### config.mk
export PLATFORM = sky130hd
export DESIGN_NAME = dbm_log
export DESIGN_NICKNAME = d
export VERILOG_FILES = /design/src/rtl/dbm_pkg.sv /design/src/rtl/dbm_log.sv
export SDC_FILE = /design/constraint.sdc
export NUM_CORES = 1
export LEC_CHECK = 0
export BUFFER_PORTS_ARGS = -buffer_cell sky130_fd_sc_hd__buf_2
export CORE_MARGIN = 8
export CORE_UTILIZATION = 50
export DETAILED_ROUTE_END_ITERATION = 8
export GPL_TIMING_DRIVEN = 0
export PLACE_DENSITY = 0.78
export SETUP_SLACK_MARGIN = 0.02
export SLEW_MARGIN = 20
export SYNTH_ARGS = -nofsm -noshare
export SYNTH_HDL_FRONTEND = slang
export SYNTH_SLANG_ARGS = --single-unit
### constraint.sdc
create_clock -name vclk -period 29
set_input_delay 5.8 -clock vclk [all_inputs]
set_output_delay 5.8 -clock vclk [all_outputs]
set_load 0.1 [all_outputs]
### src/rtl/dbm_pkg.sv
// Shared types, constants and the log2 mantissa table function of the peak meter.
// Used by every module of the block; depends on nothing else.
package dbm_pkg;

  localparam int unsigned SampleBitsDef   = 24;
  localparam int unsigned LogTableBitsDef = 6;

  // request kinds carried in tuser
  typedef enum logic [1:0] {
    REQ_SAMPLE = 2'd0,
    REQ_EOB    = 2'd1,
    REQ_TICK   = 2'd2,
    REQ_ACK    = 2'd3
  } req_e;

  localparam int unsigned ReqW     = 2;
  localparam int unsigned CfgIdxW  = 3;
  localparam int unsigned CfgDataW = 32;

  // register indexes of the configuration port
  localparam logic [CfgIdxW-1:0] CFG_CLIP_THRESHOLD  = 3'd0;
  localparam logic [CfgIdxW-1:0] CFG_CLIP_RUN_LENGTH = 3'd1;
  localparam logic [CfgIdxW-1:0] CFG_MIN_DB          = 3'd2;
  localparam logic [CfgIdxW-1:0] CFG_MAX_DB          = 3'd3;
  localparam logic [CfgIdxW-1:0] CFG_ATTACK_COEFF    = 3'd4;
  localparam logic [CfgIdxW-1:0] CFG_DECAY_COEFF     = 3'd5;
  localparam logic [CfgIdxW-1:0] CFG_HOLD_TICKS      = 3'd6;
  localparam logic [CfgIdxW-1:0] CFG_PEAK_DECAY_STEP = 3'd7;

  typedef struct packed {
    logic [22:0]        clip_threshold;
    logic [7:0]         clip_run_length;
    logic signed [15:0] min_db;
    logic signed [15:0] max_db;
    logic [15:0]        attack_coeff;
    logic [15:0]        decay_coeff;
    logic [15:0]        hold_ticks;
    logic [14:0]        peak_decay_step;
  } cfg_t;

  localparam logic signed [15:0] FloorReset = -16'sd15360;

  localparam cfg_t CfgReset = '{
    clip_threshold:  23'd7476617,
    clip_run_length: 8'd3,
    min_db:          FloorReset,
    max_db:          16'sd0,
    attack_coeff:    16'd0,
    decay_coeff:     16'd60000,
    hold_ticks:      16'd90,
    peak_decay_step: 15'd85
  };

  // 20*log10(2) in Q.16
  localparam int unsigned DbConstW = 19;
  localparam logic [DbConstW-1:0] DbPerOctaveQ16 = 19'd394566;

  // result word: displayed, held, block peak, clip flag, clip count, zero pad
  localparam int unsigned OutFieldsW = 16 + 16 + 16 + 1 + 32;
  localparam int unsigned OutDataW   = ((OutFieldsW + 7) / 8) * 8;

  // log2(1 + idx / 2^tbits) in Q0.16, one result bit per squaring
  function automatic logic [15:0] log_entry(input int unsigned idx, input int unsigned tbits);
    logic [63:0] y;
    logic [15:0] r;
    y = (64'd1 << 30) + (64'(idx) << (30 - tbits));
    r = '0;
    for (int k = 0; k < 16; k++) begin
      y = (y * y) >> 30;
      r = {r[14:0], 1'b0};
      if (y >= (64'd1 << 31)) begin
        r[0] = 1'b1;
        y    = y >> 1;
      end
    end
    return r;
  endfunction

endpackage

### src/rtl/dbm_log.sv
// Magnitude to Q8.8 dBFS converter: leading-one search, mantissa table, dB scaling.
// Depends on dbm_pkg for the table function and the dB-per-octave constant.
module dbm_log #(
  parameter int unsigned SampleBits   = dbm_pkg::SampleBitsDef,
  parameter int unsigned LogTableBits = dbm_pkg::LogTableBitsDef
) (
  input  logic [SampleBits-1:0] mag_i,
  input  logic signed [15:0]    min_db_i,
  output logic signed [15:0]    db_o
);
  import dbm_pkg::*;

  localparam int unsigned TblSize = 1 << LogTableBits;
  localparam int unsigned PosW    = $clog2(SampleBits);
  localparam int unsigned NeglW   = PosW + 16;
  localparam int unsigned ProdW   = NeglW + DbConstW;
  localparam int unsigned RndW    = ProdW - 23;
  localparam int unsigned CmpW    = (RndW + 2 > 17) ? RndW + 2 : 17;
  localparam int unsigned ExtW    = SampleBits + LogTableBits;

  logic [15:0]             tbl [TblSize];
  logic [PosW-1:0]         pos;
  logic [PosW-1:0]         shamt;
  logic [SampleBits-1:0]   norm;
  logic [ExtW-1:0]         ext;
  logic [LogTableBits-1:0] idx;
  logic [NeglW-1:0]        negl;
  logic [ProdW-1:0]        prod;
  logic [ProdW:0]          rnd_sum;
  logic [RndW-1:0]         rounded;
  logic signed [CmpW-1:0]  db_wide;
  logic signed [CmpW-1:0]  min_ext;

  for (genvar i = 0; i < TblSize; i++) begin : g_tbl
    localparam logic [15:0] Entry = log_entry(i, LogTableBits);
    assign tbl[i] = Entry;
  end

  always_comb begin
    pos = '0;
    for (int b = 0; b < SampleBits; b++) begin
      if (mag_i[b]) pos = PosW'(b);
    end
  end

  // bring the leading one to the top, take the mantissa bits below it
  assign shamt = PosW'(SampleBits - 1) - pos;
  assign norm  = mag_i << shamt;
  assign ext   = {norm, {LogTableBits{1'b0}}};
  assign idx   = ext[ExtW-2 -: LogTableBits];

  // negated log2 in Q.16; never negative since a full-scale input has index zero
  assign negl    = {shamt, 16'h0000} - NeglW'(tbl[idx]);
  assign prod    = ProdW'(negl) * ProdW'(DbPerOctaveQ16);
  assign rnd_sum = (ProdW + 1)'(prod) + ((ProdW + 1)'(1) << 23);
  assign rounded = rnd_sum[ProdW:24];

  assign db_wide = -$signed(CmpW'(rounded));
  assign min_ext = CmpW'(min_db_i);

  assign db_o = ((mag_i == '0) || (db_wide < min_ext)) ? min_db_i : db_wide[15:0];

endmodule

==> key figures <==
Global routing
  – Grt ovf: 0
  – Tot GR Track Use: 23.3%
  – Vias in the first global route: 9,677
  – Initial antenna violation count: 0
  – Global-route wire length before repair: 50.0 mm
  – Largest net degree at the start of global routing: 16

Routing
  – Routed WL: 31.7 mm
  – Vias: 10,100
  – Routed WL per cell: 20.2 um
  – DR vias/cell: 6.43
  – DRT iter0 DRCs: between 1,000 and 1,500
  – Iteration count of the initial detailed-routing pass: 6
  – DRC: 0
  – DRT antenna net count: 0

Cells and area
  – Reg area: 0 sq um
  – Ant. Diodes: 0
  – Share of cells above drive strength 1: 12.4%
  – Layout area overhead: 5.86%
  – Seq cells: 0
  – # nets final: approximately 1,600
  – CLK BUF: 0

Job
  – Max Cap Viol: 0

Worst setup path
  – CP Class: primary input to output pin
  – Critical path endpoint category: output pin
  – CP max stage cell: a221oi_1
  – Worst Setup SP: mag_i[23]
  – Critical-path maximum fanout: 15
  – Max incr delay on CP: roughly 640 ps
  – Critical Path AT: 21,970 ps
  – Critical Path RT: 23,200 ps
  – CP Launch Type: primary input

Placement
  – Detail Placement HPWL: 26.1 mm
  – RePlAce Congestion: 1.01
  – Port bufs: 52

Yosys
  – Synthesized instance count: 1,249
  – Area leader, netlist: ha_1
  – Post-synthesis sequential area ratio: 0%
  – YS warnings: 0
  – Syn avg cell area: 8.18 sq um
  – Synth top cells by count: ha_1 (208), inv_1 (152), nor2_1 (73)
  – Cell Area, Synth: a little over 0.01 sq mm
  – Synth cell types: roughly 110
  – Post-synth top area share: 25.5%
  – Synth Net Count: 1,568
  – Most frequent cell after synthesis: ha_1
  – Dominant cells by area after synthesis: ha_1 (25%), fa_1 (14%), inv_1 (5.6%)

STA
  – Relative slew slack: 30.6%
  – RSZ-0062 raised after global routing: no
  – Max frequency: between 30 and 40 MHz
  – Least-Margin Pin Slew: 1030 ps
  – Final Cycle Share: 95.8%
  – Final Max Slew Viols: 0
  – Setup_tns: 0 ps
  – Post-layout minimum cycle time: 27,770 ps
  – Hold violation total from the final report: 0
  – Final Setup Violations: 0

Die
  – Die area: 0.0253 sq mm
  – Starting Density: 50.6%
  – I/O Pins: 56
  – Die width: roughly 160 um
  – Core area: 0.0202 sq mm
  – Die height: 159 um
  – Rows: 52

Clock tree
  – Post-CTS Hold Fix Bufs: 0
  – Post-CTS setup buffers: 0
  – Post-CTS sizing: 0

Status
  – Result of the run: finished, final reports clean

Hold path
  – Min-delay worst type: primary input to output pin
  – Hold path depth: 3
  – Worst Min Path Start: min_db_i[14]
[critical path, delay by kind of cell]
family | cells | cell delay (ps)
compound gates | 15 | 4740
buf+inv | 18 | 4080
fa+ha+maj | 10 | 3840
simple gates | 12 | 2410
xor+xnor | 2 | 680
mux | 1 | 400
[cell type report]
cell class | instances | area (sq um)
buffer | 66 | 378
fill | 1976 | 9360
inverter | 154 | 581
multi-input combinational | 1029 | 9250
tap | 270 | 338
timing repair buffer | 52 | 260
[kinds of logic after synthesis]
group                    count (synthesis)  share of synthesized area [%]
XOR/XNOR                                62                           5.32
AND/OR/NAND/NOR                        310                           16.6
adder cells (fa/ha/maj)                280                           39.5
AO/OA/AOI/OAI                          339                           25.2
buffers and inverters                  220                           9.39
multiplexers                            38                           3.99
[final timing paths]
kind	endpoint
setup / recovery	db_o[12]
hold / removal	db_o[14]
[placed cells by master (no fill, tap or decap), types with 9 or more instances in the layout]
master	Yosys	layout
ha_1	208	208
inv_1	152	152
nor2_1	73	73
buf_2	20	72
fa_1	71	71
o21ai_0	61	61
nand2_1	59	59
a21oi_1	44	44
xnor2_1	41	41
nor3_1	35	35
nand3_1	30	30
clkbuf_1	25	25
xor2_1	21	21
a211oi_1	20	20
a31oi_1	20	20
mux2i_1	19	19
mux2_2	18	18
a21o_1	17	17
nor4_1	16	16
a211o_1	11	11
and4_1	11	11
nand4_1	10	10
nand2b_1	10	10
buf_4	9	9
buf_6	9	9
o211ai_1	9	9
[stage by stage]
stage                     worst slack [ps]  util, %  cell area (sq um)  cells  hold WS (ps)
final                                 1230     53.6              10800   1571         12220
after detailed placement              1560     53.6              10800   1571         12230
after global placement                1550     53.6              10800   1571         12220
after CTS                             1500     53.6              10800   1571         12230
after floorplan                       4460        -              10200   1249         12070
after global routing                   246     53.6              10800   1571         12230
[routing by layer]
layer / GRT usage (%) / vias to the layer above / share of wire (%)
met5: 0 / - / 0
met4: 5.92 / 0 / 2.8
met3: 1.29 / 82 / 6.0
met2: 40.4 / 469 / 47
met1: 31.1 / 4843 / 44
li1: - / 4712 / -
Power is left out: the tool's default activity adds up to more than one toggle a clock period on the data nets, which glitch-free logic cannot reach.
