[src/rtl/dbm_pkg.sv]
// Shared types, constants and the log2 mantissa table function of the peak meter.
// Used by every module of the block; depends on nothing else.
package dbm_pkg;

  localparam int unsigned SampleBitsDef   = 24;
  localparam int unsigned LogTableBitsDef = 6;

  // request kinds carried in tuser
  typedef enum logic [1:0] {
    REQ_SAMPLE = 2'd0,
    REQ_EOB    = 2'd1,
    REQ_TICK   = 2'd2,
    REQ_ACK    = 2'd3
  } req_e;

  localparam int unsigned ReqW     = 2;
  localparam int unsigned CfgIdxW  = 3;
  localparam int unsigned CfgDataW = 32;

  // register indexes of the configuration port
  localparam logic [CfgIdxW-1:0] CFG_CLIP_THRESHOLD  = 3'd0;
  localparam logic [CfgIdxW-1:0] CFG_CLIP_RUN_LENGTH = 3'd1;
  localparam logic [CfgIdxW-1:0] CFG_MIN_DB          = 3'd2;
  localparam logic [CfgIdxW-1:0] CFG_MAX_DB          = 3'd3;
  localparam logic [CfgIdxW-1:0] CFG_ATTACK_COEFF    = 3'd4;
  localparam logic [CfgIdxW-1:0] CFG_DECAY_COEFF     = 3'd5;
  localparam logic [CfgIdxW-1:0] CFG_HOLD_TICKS      = 3'd6;
  localparam logic [CfgIdxW-1:0] CFG_PEAK_DECAY_STEP = 3'd7;

  typedef struct packed {
    logic [22:0]        clip_threshold;
    logic [7:0]         clip_run_length;
    logic signed [15:0] min_db;
    logic signed [15:0] max_db;
    logic [15:0]        attack_coeff;
    logic [15:0]        decay_coeff;
    logic [15:0]        hold_ticks;
    logic [14:0]        peak_decay_step;
  } cfg_t;

  localparam logic signed [15:0] FloorReset = -16'sd15360;

  localparam cfg_t CfgReset = '{
    clip_threshold:  23'd7476617,
    clip_run_length: 8'd3,
    min_db:          FloorReset,
    max_db:          16'sd0,
    attack_coeff:    16'd0,
    decay_coeff:     16'd60000,
    hold_ticks:      16'd90,
    peak_decay_step: 15'd85
  };

  // 20*log10(2) in Q.16
  localparam int unsigned DbConstW = 19;
  localparam logic [DbConstW-1:0] DbPerOctaveQ16 = 19'd394566;

  // result word: displayed, held, block peak, clip flag, clip count, zero pad
  localparam int unsigned OutFieldsW = 16 + 16 + 16 + 1 + 32;
  localparam int unsigned OutDataW   = ((OutFieldsW + 7) / 8) * 8;

  // log2(1 + idx / 2^tbits) in Q0.16, one result bit per squaring
  function automatic logic [15:0] log_entry(input int unsigned idx, input int unsigned tbits);
    logic [63:0] y;
    logic [15:0] r;
    y = (64'd1 << 30) + (64'(idx) << (30 - tbits));
    r = '0;
    for (int k = 0; k < 16; k++) begin
      y = (y * y) >> 30;
      r = {r[14:0], 1'b0};
      if (y >= (64'd1 << 31)) begin
        r[0] = 1'b1;
        y    = y >> 1;
      end
    end
    return r;
  endfunction

endpackage

[src/rtl/dbm_cfg_regs.sv]
// Configuration register file of the peak meter.
// Depends on dbm_pkg for the register indexes, the cfg_t struct and reset values.
module dbm_cfg_regs (
  input  logic                           clk_i,
  input  logic                           rst_ni,
  input  logic                           wr_en_i,
  input  logic [dbm_pkg::CfgIdxW-1:0]    wr_index_i,
  input  logic [dbm_pkg::CfgDataW-1:0]   wr_data_i,
  output dbm_pkg::cfg_t                  cfg_o
);
  import dbm_pkg::*;

  cfg_t cfg_q, cfg_d;

  always_comb begin
    cfg_d = cfg_q;
    if (wr_en_i) begin
      unique case (wr_index_i)
        CFG_CLIP_THRESHOLD:  cfg_d.clip_threshold  = wr_data_i[22:0];
        CFG_CLIP_RUN_LENGTH: cfg_d.clip_run_length = wr_data_i[7:0];
        CFG_MIN_DB:          cfg_d.min_db          = wr_data_i[15:0];
        CFG_MAX_DB:          cfg_d.max_db          = wr_data_i[15:0];
        CFG_ATTACK_COEFF:    cfg_d.attack_coeff    = wr_data_i[15:0];
        CFG_DECAY_COEFF:     cfg_d.decay_coeff     = wr_data_i[15:0];
        CFG_HOLD_TICKS:      cfg_d.hold_ticks      = wr_data_i[15:0];
        CFG_PEAK_DECAY_STEP: cfg_d.peak_decay_step = wr_data_i[14:0];
        default: ;
      endcase
    end
  end

  always_ff @(posedge clk_i or negedge rst_ni) begin
    if (!rst_ni) begin
      cfg_q <= CfgReset;
    end else begin
      cfg_q <= cfg_d;
    end
  end

  assign cfg_o = cfg_q;

endmodule

[config.mk]
export PLATFORM = sky130hd
export DESIGN_NAME = dbm_cfg_regs
export DESIGN_NICKNAME = d
export VERILOG_FILES = /design/src/rtl/dbm_pkg.sv /design/src/rtl/dbm_cfg_regs.sv
export SDC_FILE = /design/constraint.sdc
export NUM_CORES = 1
export LEC_CHECK = 0
export ABC_AREA = 1
export ABC_CLOCK_PERIOD_IN_PS = 800
export BUFFER_PORTS_ARGS = -buffer_cell sky130_fd_sc_hd__buf_2
export CORE_ASPECT_RATIO = 1.5
export CORE_UTILIZATION = 45
export DETAILED_ROUTE_END_ITERATION = 8
export PLACE_DENSITY_LB_ADDON = 0.25
export SYNTH_ARGS = -nofsm -noshare
export SYNTH_HDL_FRONTEND = slang
export SYNTH_SLANG_ARGS = --single-unit
[constraint.sdc]
create_clock -name clk_i -period 0.8 [get_ports clk_i]
set_input_delay 0.16 -clock clk_i [delete_from_list [all_inputs] [get_ports clk_i]]
set_output_delay 0.16 -clock clk_i [all_outputs]
set_load 0.02 [all_outputs]
==> summary.txt <==
Outcome
  – Outcome: finished with violations
  – Failing checks: negative setup slack

CTS
  – Num CTS Buffers: 17
  – Clock Latency Late Sink: approximately 0.41 ns
  – CTS H-Tree Depth: 4
  – Clock-pin transition on the worst setup and hold timing paths: roughly 0.050 ns
  – CTS tree: done
  – Clock buffer depth: 2
  – Num Clock Sinks: between 100 and 150
  – CTS root buf: clkbuf_16

Timing
  – Setup TNS: -43.14 ns
  – Worst Tran Pin Value: 0.381 ns
  – Hold slack: roughly 0.041 ns
  – Final setup fails: 143
  – Rel. slew slack: 0.746
  – Slew Viols, Final: 0
  – Unrepaired setup endpoints after global routing: yes
  – Highest clock rate: 800 MHz
  – Min Tclk post-route: roughly 1.3 ns
  – Clock Skews: 0 ns
  – Final hold vios: 0
  – Final Cycle Share: 1.56
  – Setup ws final: -0.451 ns

Pwr
  – P per Cell Area: about 3000 nW/µm²
  – Tot Pwr: between 20 and 25 mW
  – Pleak: approximately 4.5 nW
  – VDD IR max: around 2.0 mV

Logic synthesis
  – Compound-cell area share of the yosys netlist: 0
  – Largest family of logic cells by synthesized area: simple AND/OR/NAND/NOR gates
  – Post-synthesis cell type count: 12
  – Cell count after synthesis: about 560
  – Seq/Total Area, Yosys: 0.643
  – Yosys synthesis warning count: 0
  – Post-synthesis simple-gate area fraction: 0.323
  – XOR/XNOR share of the synthesized area: 0
  – Synth top area share: 0.484
  – Post-synthesis mux area share: 0
  – Synth Area in Adders: 0
  – #FFs+latches synth: between 100 and 150
  – Top cells by area, synth: dfrtp_1 48%, nand2_1 25%, dfstp_2 16%
  – Synthesized Nets: around 600
  – Synthesized area: 4960 µm²
  – Syn Area/Cell: approximately 8.8 µm²
  – Cell taking the most area after synthesis: dfrtp_1

Worst setup path
  – CP delay by family, top: flip-flops
  – Crit Path Class: reg -> out
  – CP Buf/Inv Count: 1
  – Reg2reg path depth: 4
  – Kind of end point of the critical path: primary output
  – Slowest stage delay, CP: approximately 0.56 ns
  – Crit start category: flop
  – Worst path arrival time: ~1.1 ns
  – Crit path cell chain: buf_6
  – CP Max Fanout: 2
  – Slowest cell on crit path: dfstp_2
  – Critical Path Stages: 1
  – Worst Path Required: ~0.64 ns

GRT
  – Pin count of the biggest net entering global routing: 73
  – Global-route wire length before repair: 25.2 mm
  – Initial antenna violation count: 0
  – Total GRT Usage: 0.299
  – Vias in the first global route: about 5000
  – Grt ovf: 0

Placement
  – Dpl cells: between 800 and 900
  – Gpl congestion: 0.786
  – Placed Area: ~6100 µm²
  – I/O Buffers: approximately 150
  – Setup WS pre-CTS: -0.423 ns
  – Final HPWL DP: 9.63 mm

Floorplanning
  – DIE AREA: ~11000 µm²
  – Core area: approximately 11000 µm²
  – Die width: 87.7 µm
  – Initial core utilization: 0.466
  – Row count: 46
  – Chip Height: about 130 µm
  – I/O pins: 164

Routing
  – # DRC: 0
  – Detail-routed net length per standard cell: around 18 µm
  – Avg Vias per Cell: slightly above 5
  – Post-DRT Antenna Nets: 0
  – Drt pass-1 iters: 5
  – DR iter-0 viols: between 300 and 400
  – Vias post-DR: 4874
  – Total Wirelength: around 17 mm

Layout
  – Most frequent cells in the layout: 293 x nand2_1, 142 x buf_6, 96 x dfrtp_1, 72 x buf_4, 63 x nand3_1
  – Area Growth Syn to Fin: 67.9%
  – Final non-filler cell total: around 960
  – Most common cell after layout, fill and taps aside: nand2_1
  – Number of diodes: 0
  – Fillcell total: 644
  – Post-route design area: about 8300 µm²
  – Post-layout util: 0.782
  – Final #Nets: between 800 and 900
  – Largest register FFs: ~130
  – Share of layout cells above drive strength 1: 0.435

Worst hold path
  – Hold Crit Class: in -> reg
  – Hold Path Stages: 3

Run
  – Max-Cap Viols: 0
-- Yosys cell counts --
cell / instances
clkbuf_1: 11
inv_1: 3
dfstp_2: 30
nor2_4: 2
nor2_1: 2
nor2_2: 4
nand3_1: 63
dfrtp_1: 96
nand2_1: 328
clkbuf_2: 2
buf_2: 19
inv_2: 3
-- worst min-delay path, delay by kind of cell --
family,cells,cell delay (ns)
buffers and inverters,1,0.16
and+or+nand+nor,2,0.12
-- cells by family after synthesis --
group | Yosys count
DFF | 126
buffers and inverters | 38
and+or+nand+nor | 399
-- final timing paths --
kind / from / to / slack [ns]
max reg2reg: cfg_o[59] / cfg_o[59] / -0.10
min: wr_data_i[13] / cfg_o[44] / 0.04
min reg2reg: cfg_o[103] / cfg_o[103] / 0.47
max: cfg_o[21] / cfg_o[21] / -0.45
max in group asynchronous: rst_ni / cfg_o[93] / 0.13
min in group asynchronous: rst_ni / cfg_o[30] / 0.29
-- power breakdown --
part           internal, mW  total (mW)  switching (mW)
clock network          5.53        8.28            2.75
logic                  3.82        7.48            3.66
registers              7.80        8.85            1.05
-- routing by layer --
layer  up-vias  part of all wire  global-route usage
li1       2227                 -                   -
met3        53             0.057              0.0785
met5         -                 0                   0
met2       217              0.55               0.522
met1      2377              0.35               0.325
met4         0             0.036               0.169
-- cell type report --
cell class / count / area (µm²) / area share
Tap cell: 144 / 180 / 0.0216
Sequential cell: 126 / 3190 / 0.383
Clock buffer: 22 / 484 / 0.0581
Timing Repair Buffer: 255 / 2490 / 0.299
Multi-Input combinational cell: 399 / 1770 / 0.212
Inverter: 6 / 57.6 / 0.00691
Clock inverter: 10 / 159 / 0.0191
-- repair_timing --
item	4_1_cts	5_1_grt
setup endpoints to repair	128	175
setup buffers	44	34
gates resized for setup	253	47
hold endpoints to repair	104	0
hold buffers	8	0
gates cloned	0	0
pin swaps	1	15
(Power assumes the default switching activity.)
