File: src/rtl/dbm_pkg.sv
// Shared types, constants and the log2 mantissa table function of the peak meter.
// Used by every module of the block; depends on nothing else.
package dbm_pkg;

  localparam int unsigned SampleBitsDef   = 24;
  localparam int unsigned LogTableBitsDef = 6;

  // request kinds carried in tuser
  typedef enum logic [1:0] {
    REQ_SAMPLE = 2'd0,
    REQ_EOB    = 2'd1,
    REQ_TICK   = 2'd2,
    REQ_ACK    = 2'd3
  } req_e;

  localparam int unsigned ReqW     = 2;
  localparam int unsigned CfgIdxW  = 3;
  localparam int unsigned CfgDataW = 32;

  // register indexes of the configuration port
  localparam logic [CfgIdxW-1:0] CFG_CLIP_THRESHOLD  = 3'd0;
  localparam logic [CfgIdxW-1:0] CFG_CLIP_RUN_LENGTH = 3'd1;
  localparam logic [CfgIdxW-1:0] CFG_MIN_DB          = 3'd2;
  localparam logic [CfgIdxW-1:0] CFG_MAX_DB          = 3'd3;
  localparam logic [CfgIdxW-1:0] CFG_ATTACK_COEFF    = 3'd4;
  localparam logic [CfgIdxW-1:0] CFG_DECAY_COEFF     = 3'd5;
  localparam logic [CfgIdxW-1:0] CFG_HOLD_TICKS      = 3'd6;
  localparam logic [CfgIdxW-1:0] CFG_PEAK_DECAY_STEP = 3'd7;

  typedef struct packed {
    logic [22:0]        clip_threshold;
    logic [7:0]         clip_run_length;
    logic signed [15:0] min_db;
    logic signed [15:0] max_db;
    logic [15:0]        attack_coeff;
    logic [15:0]        decay_coeff;
    logic [15:0]        hold_ticks;
    logic [14:0]        peak_decay_step;
  } cfg_t;

  localparam logic signed [15:0] FloorReset = -16'sd15360;

  localparam cfg_t CfgReset = '{
    clip_threshold:  23'd7476617,
    clip_run_length: 8'd3,
    min_db:          FloorReset,
    max_db:          16'sd0,
    attack_coeff:    16'd0,
    decay_coeff:     16'd60000,
    hold_ticks:      16'd90,
    peak_decay_step: 15'd85
  };

  // 20*log10(2) in Q.16
  localparam int unsigned DbConstW = 19;
  localparam logic [DbConstW-1:0] DbPerOctaveQ16 = 19'd394566;

  // result word: displayed, held, block peak, clip flag, clip count, zero pad
  localparam int unsigned OutFieldsW = 16 + 16 + 16 + 1 + 32;
  localparam int unsigned OutDataW   = ((OutFieldsW + 7) / 8) * 8;

  // log2(1 + idx / 2^tbits) in Q0.16, one result bit per squaring
  function automatic logic [15:0] log_entry(input int unsigned idx, input int unsigned tbits);
    logic [63:0] y;
    logic [15:0] r;
    y = (64'd1 << 30) + (64'(idx) << (30 - tbits));
    r = '0;
    for (int k = 0; k < 16; k++) begin
      y = (y * y) >> 30;
      r = {r[14:0], 1'b0};
      if (y >= (64'd1 << 31)) begin
        r[0] = 1'b1;
        y    = y >> 1;
      end
    end
    return r;
  endfunction

endpackage

File: src/rtl/dbm_clip_det.sv
// Per-sample magnitude tracking: running block maximum and clip run detector.
// Depends on dbm_pkg for request kinds and the configuration struct.
module dbm_clip_det #(
  parameter int unsigned SampleBits = dbm_pkg::SampleBitsDef
) (
  input  logic                    clk_i,
  input  logic                    rst_ni,
  input  logic                    en_i,
  input  dbm_pkg::req_e           req_i,
  input  logic [SampleBits-1:0]   sample_i,
  input  dbm_pkg::cfg_t           cfg_i,
  output logic [SampleBits-1:0]   running_max_o,
  output logic                    clip_flag_o,
  output logic [31:0]             clip_total_o
);
  import dbm_pkg::*;

  localparam int unsigned CmpW = (SampleBits > 23) ? SampleBits : 23;

  logic [SampleBits-1:0] mag;
  logic [SampleBits-1:0] max_q, max_d;
  logic [7:0]            run_q, run_d, run_inc;
  logic                  flag_q, flag_d;
  logic [31:0]           total_q, total_d;
  logic                  is_clip;

  // most negative sample keeps its full magnitude in SampleBits bits
  assign mag     = sample_i[SampleBits-1] ? (~sample_i + 1'b1) : sample_i;
  assign is_clip = CmpW'(mag) >= CmpW'(cfg_i.clip_threshold);
  assign run_inc = (run_q != 8'hFF) ? run_q + 8'd1 : run_q;

  always_comb begin
    max_d   = max_q;
    run_d   = run_q;
    flag_d  = flag_q;
    total_d = total_q;
    if (en_i) begin
      case (req_i)
        REQ_SAMPLE: begin
          if (mag > max_q) max_d = mag;
          if (is_clip) begin
            if (run_inc >= cfg_i.clip_run_length) begin
              flag_d  = 1'b1;
              total_d = total_q + 32'd1;
              run_d   = '0;
            end else begin
              run_d = run_inc;
            end
          end else begin
            run_d = '0;
          end
        end
        REQ_EOB: max_d = '0;
        REQ_ACK: begin
          flag_d = 1'b0;
          run_d  = '0;
        end
        default: ;
      endcase
    end
  end

  always_ff @(posedge clk_i or negedge rst_ni) begin
    if (!rst_ni) begin
      max_q   <= '0;
      run_q   <= '0;
      flag_q  <= 1'b0;
      total_q <= '0;
    end else begin
      max_q   <= max_d;
      run_q   <= run_d;
      flag_q  <= flag_d;
      total_q <= total_d;
    end
  end

  assign running_max_o = max_q;
  assign clip_flag_o   = flag_q;
  assign clip_total_o  = total_q;

endmodule

File: config.mk
export PLATFORM = sky130hd
export DESIGN_NAME = dbm_clip_det
export DESIGN_NICKNAME = d
export VERILOG_FILES = /design/src/rtl/dbm_pkg.sv /design/src/rtl/dbm_clip_det.sv
export SDC_FILE = /design/constraint.sdc
export NUM_CORES = 1
export LEC_CHECK = 0
export BUFFER_PORTS_ARGS = -buffer_cell sky130_fd_sc_hd__clkbuf_2
export CAP_MARGIN = 40
export CORE_UTILIZATION = 44
export CTS_BUF_LIST = sky130_fd_sc_hd__clkbuf_16
export DETAILED_ROUTE_END_ITERATION = 6
export PLACE_DENSITY = 0.78
export SYNTH_ARGS = -nofsm -noshare
export SYNTH_HDL_FRONTEND = slang
export SYNTH_SLANG_ARGS = --single-unit
File: constraint.sdc
create_clock -name clk_i -period 3.7 [get_ports clk_i]
set_clock_uncertainty 0.15 [all_clocks]
set_input_delay 0.74 -clock clk_i [delete_from_list [all_inputs] [get_ports clk_i]]
set_output_delay 0.74 -clock clk_i [all_outputs]
set_load 0.01 [all_outputs]
==> flow_metrics.tcl, run 1 <==
set metrics [dict create \
    ant_nets 0 \
    yosys.area.top_type "dfrtp_1" \
    wl_mm 14.2 \
    crit_buf_inv 6 \
    worst_r2r_endpoint "clip_total_o[28]" \
    setup_viol_count_final 65 \
    period_share 1.22 \
    antenna_found_initial 0 \
    drc_errors 0 \
    r2r_slack_ps 90 \
    routabilityCongestion 0.934 \
    violations "setup timing" \
    clkTransAtPathRegs_ps 60 \
    final_net_count 949 \
    cts.sinks 65 \
    synth.distinct_cells 45 \
    crit_required_ps 3740 \
    cts_max_level 3 \
    rsz0062_at_grt "yes" \
    r2r_cells 15 \
    syn-cell-area_um2 4900 \
    diodes 0 \
    powerDensity_nw_per_um2 373 \
    post_drt_wl_per_cell_um 16.2 \
    ff_latch_area_um2 1630 \
    synthCells 542 \
    slew_viol_final 0 \
    cts_hold_buf 0 \
    grt_pass1_wl_mm 22.3 \
    critPathMaxFanout 8 \
    num_rows 38 \
    drv_cap 0 \
    grt_max_degree 33 \
    die_h_um 108 \
    core_area_um2 10800 \
    globalRouteOverflowTotal 0 \
    slowest_stage "or4_4" \
    drt_iter0_markers 268 \
    num-fill-cells 860 \
    dp_slack_ps -996 \
    yosys_warnings 0 \
    clockBufferDepth 2 \
    cpPeakStageDelay_ps 560 \
    worst_pin_slew_ps 802 \
    grt_usage 0.247 \
    ir_drop_mv 0.262 \
    crit_chain "buf_6 > or4_4 > or4_4 > or4_4 > buf_6 > o31ai_4 > xnor2_2 > buf_4 > ha_4 > nand4_1 > nor2_2 > buf_4 > o2111ai_2 > o211ai_1 > o21ai_4 > buf_12 > buf_8 > nand3_2 > o31ai_2" \
    status "finished, violations left" \
    vias_per_cell 5.52 \
    worstSetupEndpointType "flop" \
    vias 4847 \
    root_buffer "clkbuf_16" \
    start_util 0.452 \
    synthTopCellsByArea "dfrtp_1 33%, ha_1 16%, xnor2_1 9.5%" \
    first_global_vias 4774 \
    synth-edff-count 0 \
    first_pass_iters 4 \
    yosysMostFrequentCell "dfrtp_1" \
    start_kind "input port" \
    hpwl_mm 10.5 \
    fmax_mhz 222 \
    multi_input_area_um2 3260 \
    yosys-top-cells-count "65 x dfrtp_1, 61 x ha_1, 58 x inv_1" \
    ys_seq_elements 65 \
    crit_arrival_ps 4550 \
    setup.worst_path.start "sample_i[6]" \
    drive_above_1_share 0.366 \
    finalSetupTns_ps -42880 \
    critical_path_class "in2reg" \
    synthesis.nets 758 \
    total_power_uw 2560 \
    io_buffer_count 116 \
    hold_class "in2async" \
    clk_latency_ps 340 \
    die_area_um2 11600 \
    ys_seq_area_frac 0.332 \
    crit_end "running_max_o[23]" \
    ios 212 \
    postSynthAreaPerCell_um2 9.05 \
    synth_top_area_frac 0.332 \
    cts_tree "done" \
    finalCriticalPeriod_ps 4510 \
    fin_ws_ps -808 \
    cts_made_buffers 9 \
    cellLeakagePower_uw 0.00347 \
    crit_top_cell "or4_4" \
    synth-async-reset-ratio 1.00 \
    max-slew-margin-rel 0.465 \
    syn_to_final_growth_pct 40.1 \
    hold_ws_ps 318 \
    reg2reg_from "run_q[1]" \
    worst-path-stages 19 \
    die_w_um 108 \
    cp_top_family "simple AND/OR/NAND/NOR gates" \
    synthFlopType "dfrtp_1" \
    finalHoldViolCount 0 \
]
-- layer usage --
metal | vias up | track usage | part of all wire
met5 | - | 0 | 0
met4 | 0 | 0.0577 | 0.017
met3 | 26 | 0.0587 | 0.071
met2 | 160 | 0.403 | 0.46
met1 | 2330 | 0.328 | 0.45
li1 | 2331 | - | -
-- worst min-delay path by stage --
stage / startpoint / to / slack (ps)
after global placement: clip_total_o[31] / clip_total_o[31] / 310
after global routing: clip_total_o[31] / clip_total_o[31] / 350
final: rst_ni / clip_total_o[23] / 320
after floorplan: rst_ni / clip_flag_o / 290
after CTS: clip_total_o[31] / clip_total_o[31] / 330
after detailed placement: clip_total_o[31] / clip_total_o[31] / 320
-- worst register-to-register path, stage by stage (launching register included) --
cell and delay (ps):
dfrtp_1 410, ha_1 220, and3_1 240, nand3_1 190, buf_4 180, nand3_1 90
xnor2_1 170, ha_1 310, a21oi_1 60, o21ai_0 420, nor2b_1 250, o2111ai_1 160
a21oi_1 140, buf_4 210, nand4_1 140, xnor2_1 160
-- layout by cell type (no fill, tap or decap), types with 3 or more instances in the layout --
master / Yosys / layout
nor2_1: 11 / 9
nor4_1: 3 / 3
o211ai_1: 6 / 6
a21oi_1: 15 / 13
nand3_2: 0 / 20
and3_1: 20 / 20
o21ai_1: 3 / 18
buf_4: 0 / 71
nor3b_1: 4 / 3
buf_6: 0 / 3
nand4_1: 10 / 10
and2_1: 3 / 3
xnor2_1: 53 / 50
xnor2_2: 0 / 3
nor2b_1: 3 / 3
or4_4: 3 / 4
o31ai_1: 6 / 5
nand2_2: 0 / 6
ha_1: 61 / 60
o21ai_2: 0 / 6
inv_1: 58 / 58
a32o_1: 7 / 7
buf_8: 0 / 3
or4_1: 5 / 4
nand2_1: 27 / 20
or3_1: 4 / 4
nand3_1: 49 / 29
o21a_1: 7 / 7
clkbuf_2: 0 / 115
nand2b_1: 27 / 27
inv_6: 0 / 3
and4_1: 4 / 4
clkbuf_16: 0 / 11
dfrtp_1: 65 / 65
o21ai_0: 33 / 11
a21o_1: 13 / 13
-- metrics by stage --
step	instances	area, µm²	util
2_1_floorplan	542	5080	-
3_3_place_gp	853	6260	0.578
3_5_place_dp	853	6260	0.578
4_1_cts	872	6700	0.618
5_1_grt	878	6870	0.634
6_report	878	6870	0.634
-- layout make-up --
class	count	share of cell area
clock inverters	7	0.0122
inverters	58	0.0317
multi-input cells	403	0.475
flip-flops and latches	65	0.237
repair buffers	196	0.186
clock buffers	9	0.0328
well taps	140	0.0255
-- timing repair --
item,4_1_cts,5_1_grt
pin swaps,17,4
endpoints found under the hold margin,0,0
resized for setup,26,18
endpoints found under the setup margin,65,65
cloned,1,2
setup buffers,2,4
-- flip-flops by register name (all words and copies together) (netlist names) --
signal / count
clip_flag_o: 1
run_q: 8
running_max_o: 24
clip_total_o: 32
-- kinds of logic after synthesis --
| kind of cell | count (synthesis) | synth area share |
|---|---|---|
| xor+xnor | 54 | 0.0965 |
| flops | 65 | 0.332 |
| compound gates | 106 | 0.145 |
| mux | 4 | 0.00868 |
| fa+ha+maj | 61 | 0.156 |
| buf+inv | 74 | 0.0572 |
| simple gates | 178 | 0.205 |
-- where the power goes --
part | switching [µW] | internal [µW]
logic | 431 | 391
registers | 67.2 | 775
clock network | 361 | 535
total | 859 | 1700
No activity file was read; power rests on OpenSTA's default activity.
==> run 2: changes to the inputs <==
Settings changed: GPL_ROUTABILITY_DRIVEN set to 0, SKIP_CTS_REPAIR_TIMING set to 1.
==> flow_metrics.tcl, run 2 (synthesized netlist as in run 1, its figures left out) <==
set metrics [dict create \
    drv_cap 0 \
    cts_max_level 3 \
    final_net_count 951 \
    violations "setup timing" \
    dp_slack_ps -937 \
    most-common-layout-cells "115 x clkbuf_2, 70 x buf_4, 65 x dfrtp_1" \
    grt_pass1_wl_mm 21.9 \
    first_global_vias 4650 \
    start_util 0.452 \
    cellLeakagePower_uw 0.00352 \
    start_kind "input port" \
    grt_max_degree 29 \
    cts.sinks 65 \
    io_buffer_count 116 \
    globalRouteOverflowTotal 0 \
    fmax_mhz 229 \
    drive_above_1_share 0.391 \
    die_area_um2 11600 \
    worst_pin_slew_ps 810 \
    first_pass_iters 5 \
    finalSetupTns_ps -36310 \
    clk_latency_ps 340 \
    hpwl_mm 10.6 \
    num-fill-cells 867 \
    critPathMaxFanout 7 \
    setup_viol_count_final 65 \
    die_w_um 108 \
    wl_mm 14.7 \
    drt_iter0_markers 259 \
    vias_per_cell 5.49 \
    utilization 0.643 \
    ios 212 \
    finalCriticalPeriod_ps 4370 \
    final_common_cell "clkbuf_2" \
    antenna_found_initial 0 \
    grt_usage 0.241 \
    r2r_cells 16 \
    crit_required_ps 3780 \
    post_drt_wl_per_cell_um 16.7 \
    multi_input_area_um2 3390 \
    num_rows 38 \
    crit_arrival_ps 4440 \
    rsz0062_at_grt "yes" \
    total_power_uw 2520 \
    hold_class "in2async" \
    largest_register_ffs 32 \
    cts_tree "done" \
    r2r_slack_ps 30 \
    ant_nets 0 \
    finalHoldViolCount 0 \
    clockBufferDepth 2 \
    clkTransAtPathRegs_ps 60 \
    powerDensity_nw_per_um2 361 \
    core_area_um2 10800 \
    period_share 1.18 \
    fin_ws_ps -665 \
    root_buffer "clkbuf_16" \
    ir_drop_mv 0.254 \
    ff_latch_area_um2 1630 \
    syn_to_final_growth_pct 42.2 \
    slew_viol_final 0 \
    die_h_um 108 \
    cts_made_buffers 9 \
    hold_ws_ps 287 \
    critical_path_class "in2reg" \
    diodes 0 \
    drc_errors 0 \
    status "finished, violations left" \
    vias 4830 \
    max-slew-margin-rel 0.460 \
    worstSetupEndpointType "flop" \
]
run 2: power by group:
group	internal, µW	switching, µW
clock	527	346
combinational	380	422
sequential	775	69.5
run 2: cell type report:
class	instances	share of cell area
clock buffer	9	0.0323
tap	140	0.0251
clock inverter	7	0.0111
inverter	58	0.0312
sequential	65	0.233
timing repair buffer	198	0.180
multi-input combinational	403	0.487
run 2: worst max-delay path: stages:
cell and delay [ps]:
buf_6 90, or4_4 560, or4_4 490, or4_4 520, buf_6 140, o31ai_4 200
xnor2_2 100, ha_1 280, nand2_1 70, or3_4 340, a21o_4 240, a21oi_4 160
buf_6 120, buf_8 110, nand4_1 130, xnor2_1 160
run 2: final timing paths:
kind,start,to
min,rst_ni,clip_total_o[23]
min in group clk_i,clip_total_o[31],clip_total_o[31]
min reg2reg,clip_total_o[31],clip_total_o[31]
max,sample_i[6],clip_total_o[13]
max in group asynchronous,rst_ni,running_max_o[6]
max reg2reg,run_q[1],clip_total_o[13]
run 2: through the flow:
stage | std cells | area (µm²)
floorplan | 542 | 5080
finish | 880 | 6970
global route | 880 | 6970
global placement | 854 | 6270
CTS | 870 | 6580
detailed placement | 854 | 6270
run 2: per-layer routing:
layer | wire length (µm) | track usage | share of wire
met5 | 0 | 0 | 0
met2 | 7020 | 0.394 | 0.48
met1 | 6530 | 0.323 | 0.44
met3 | 1020 | 0.0515 | 0.069
met4 | 148 | 0.0577 | 0.010
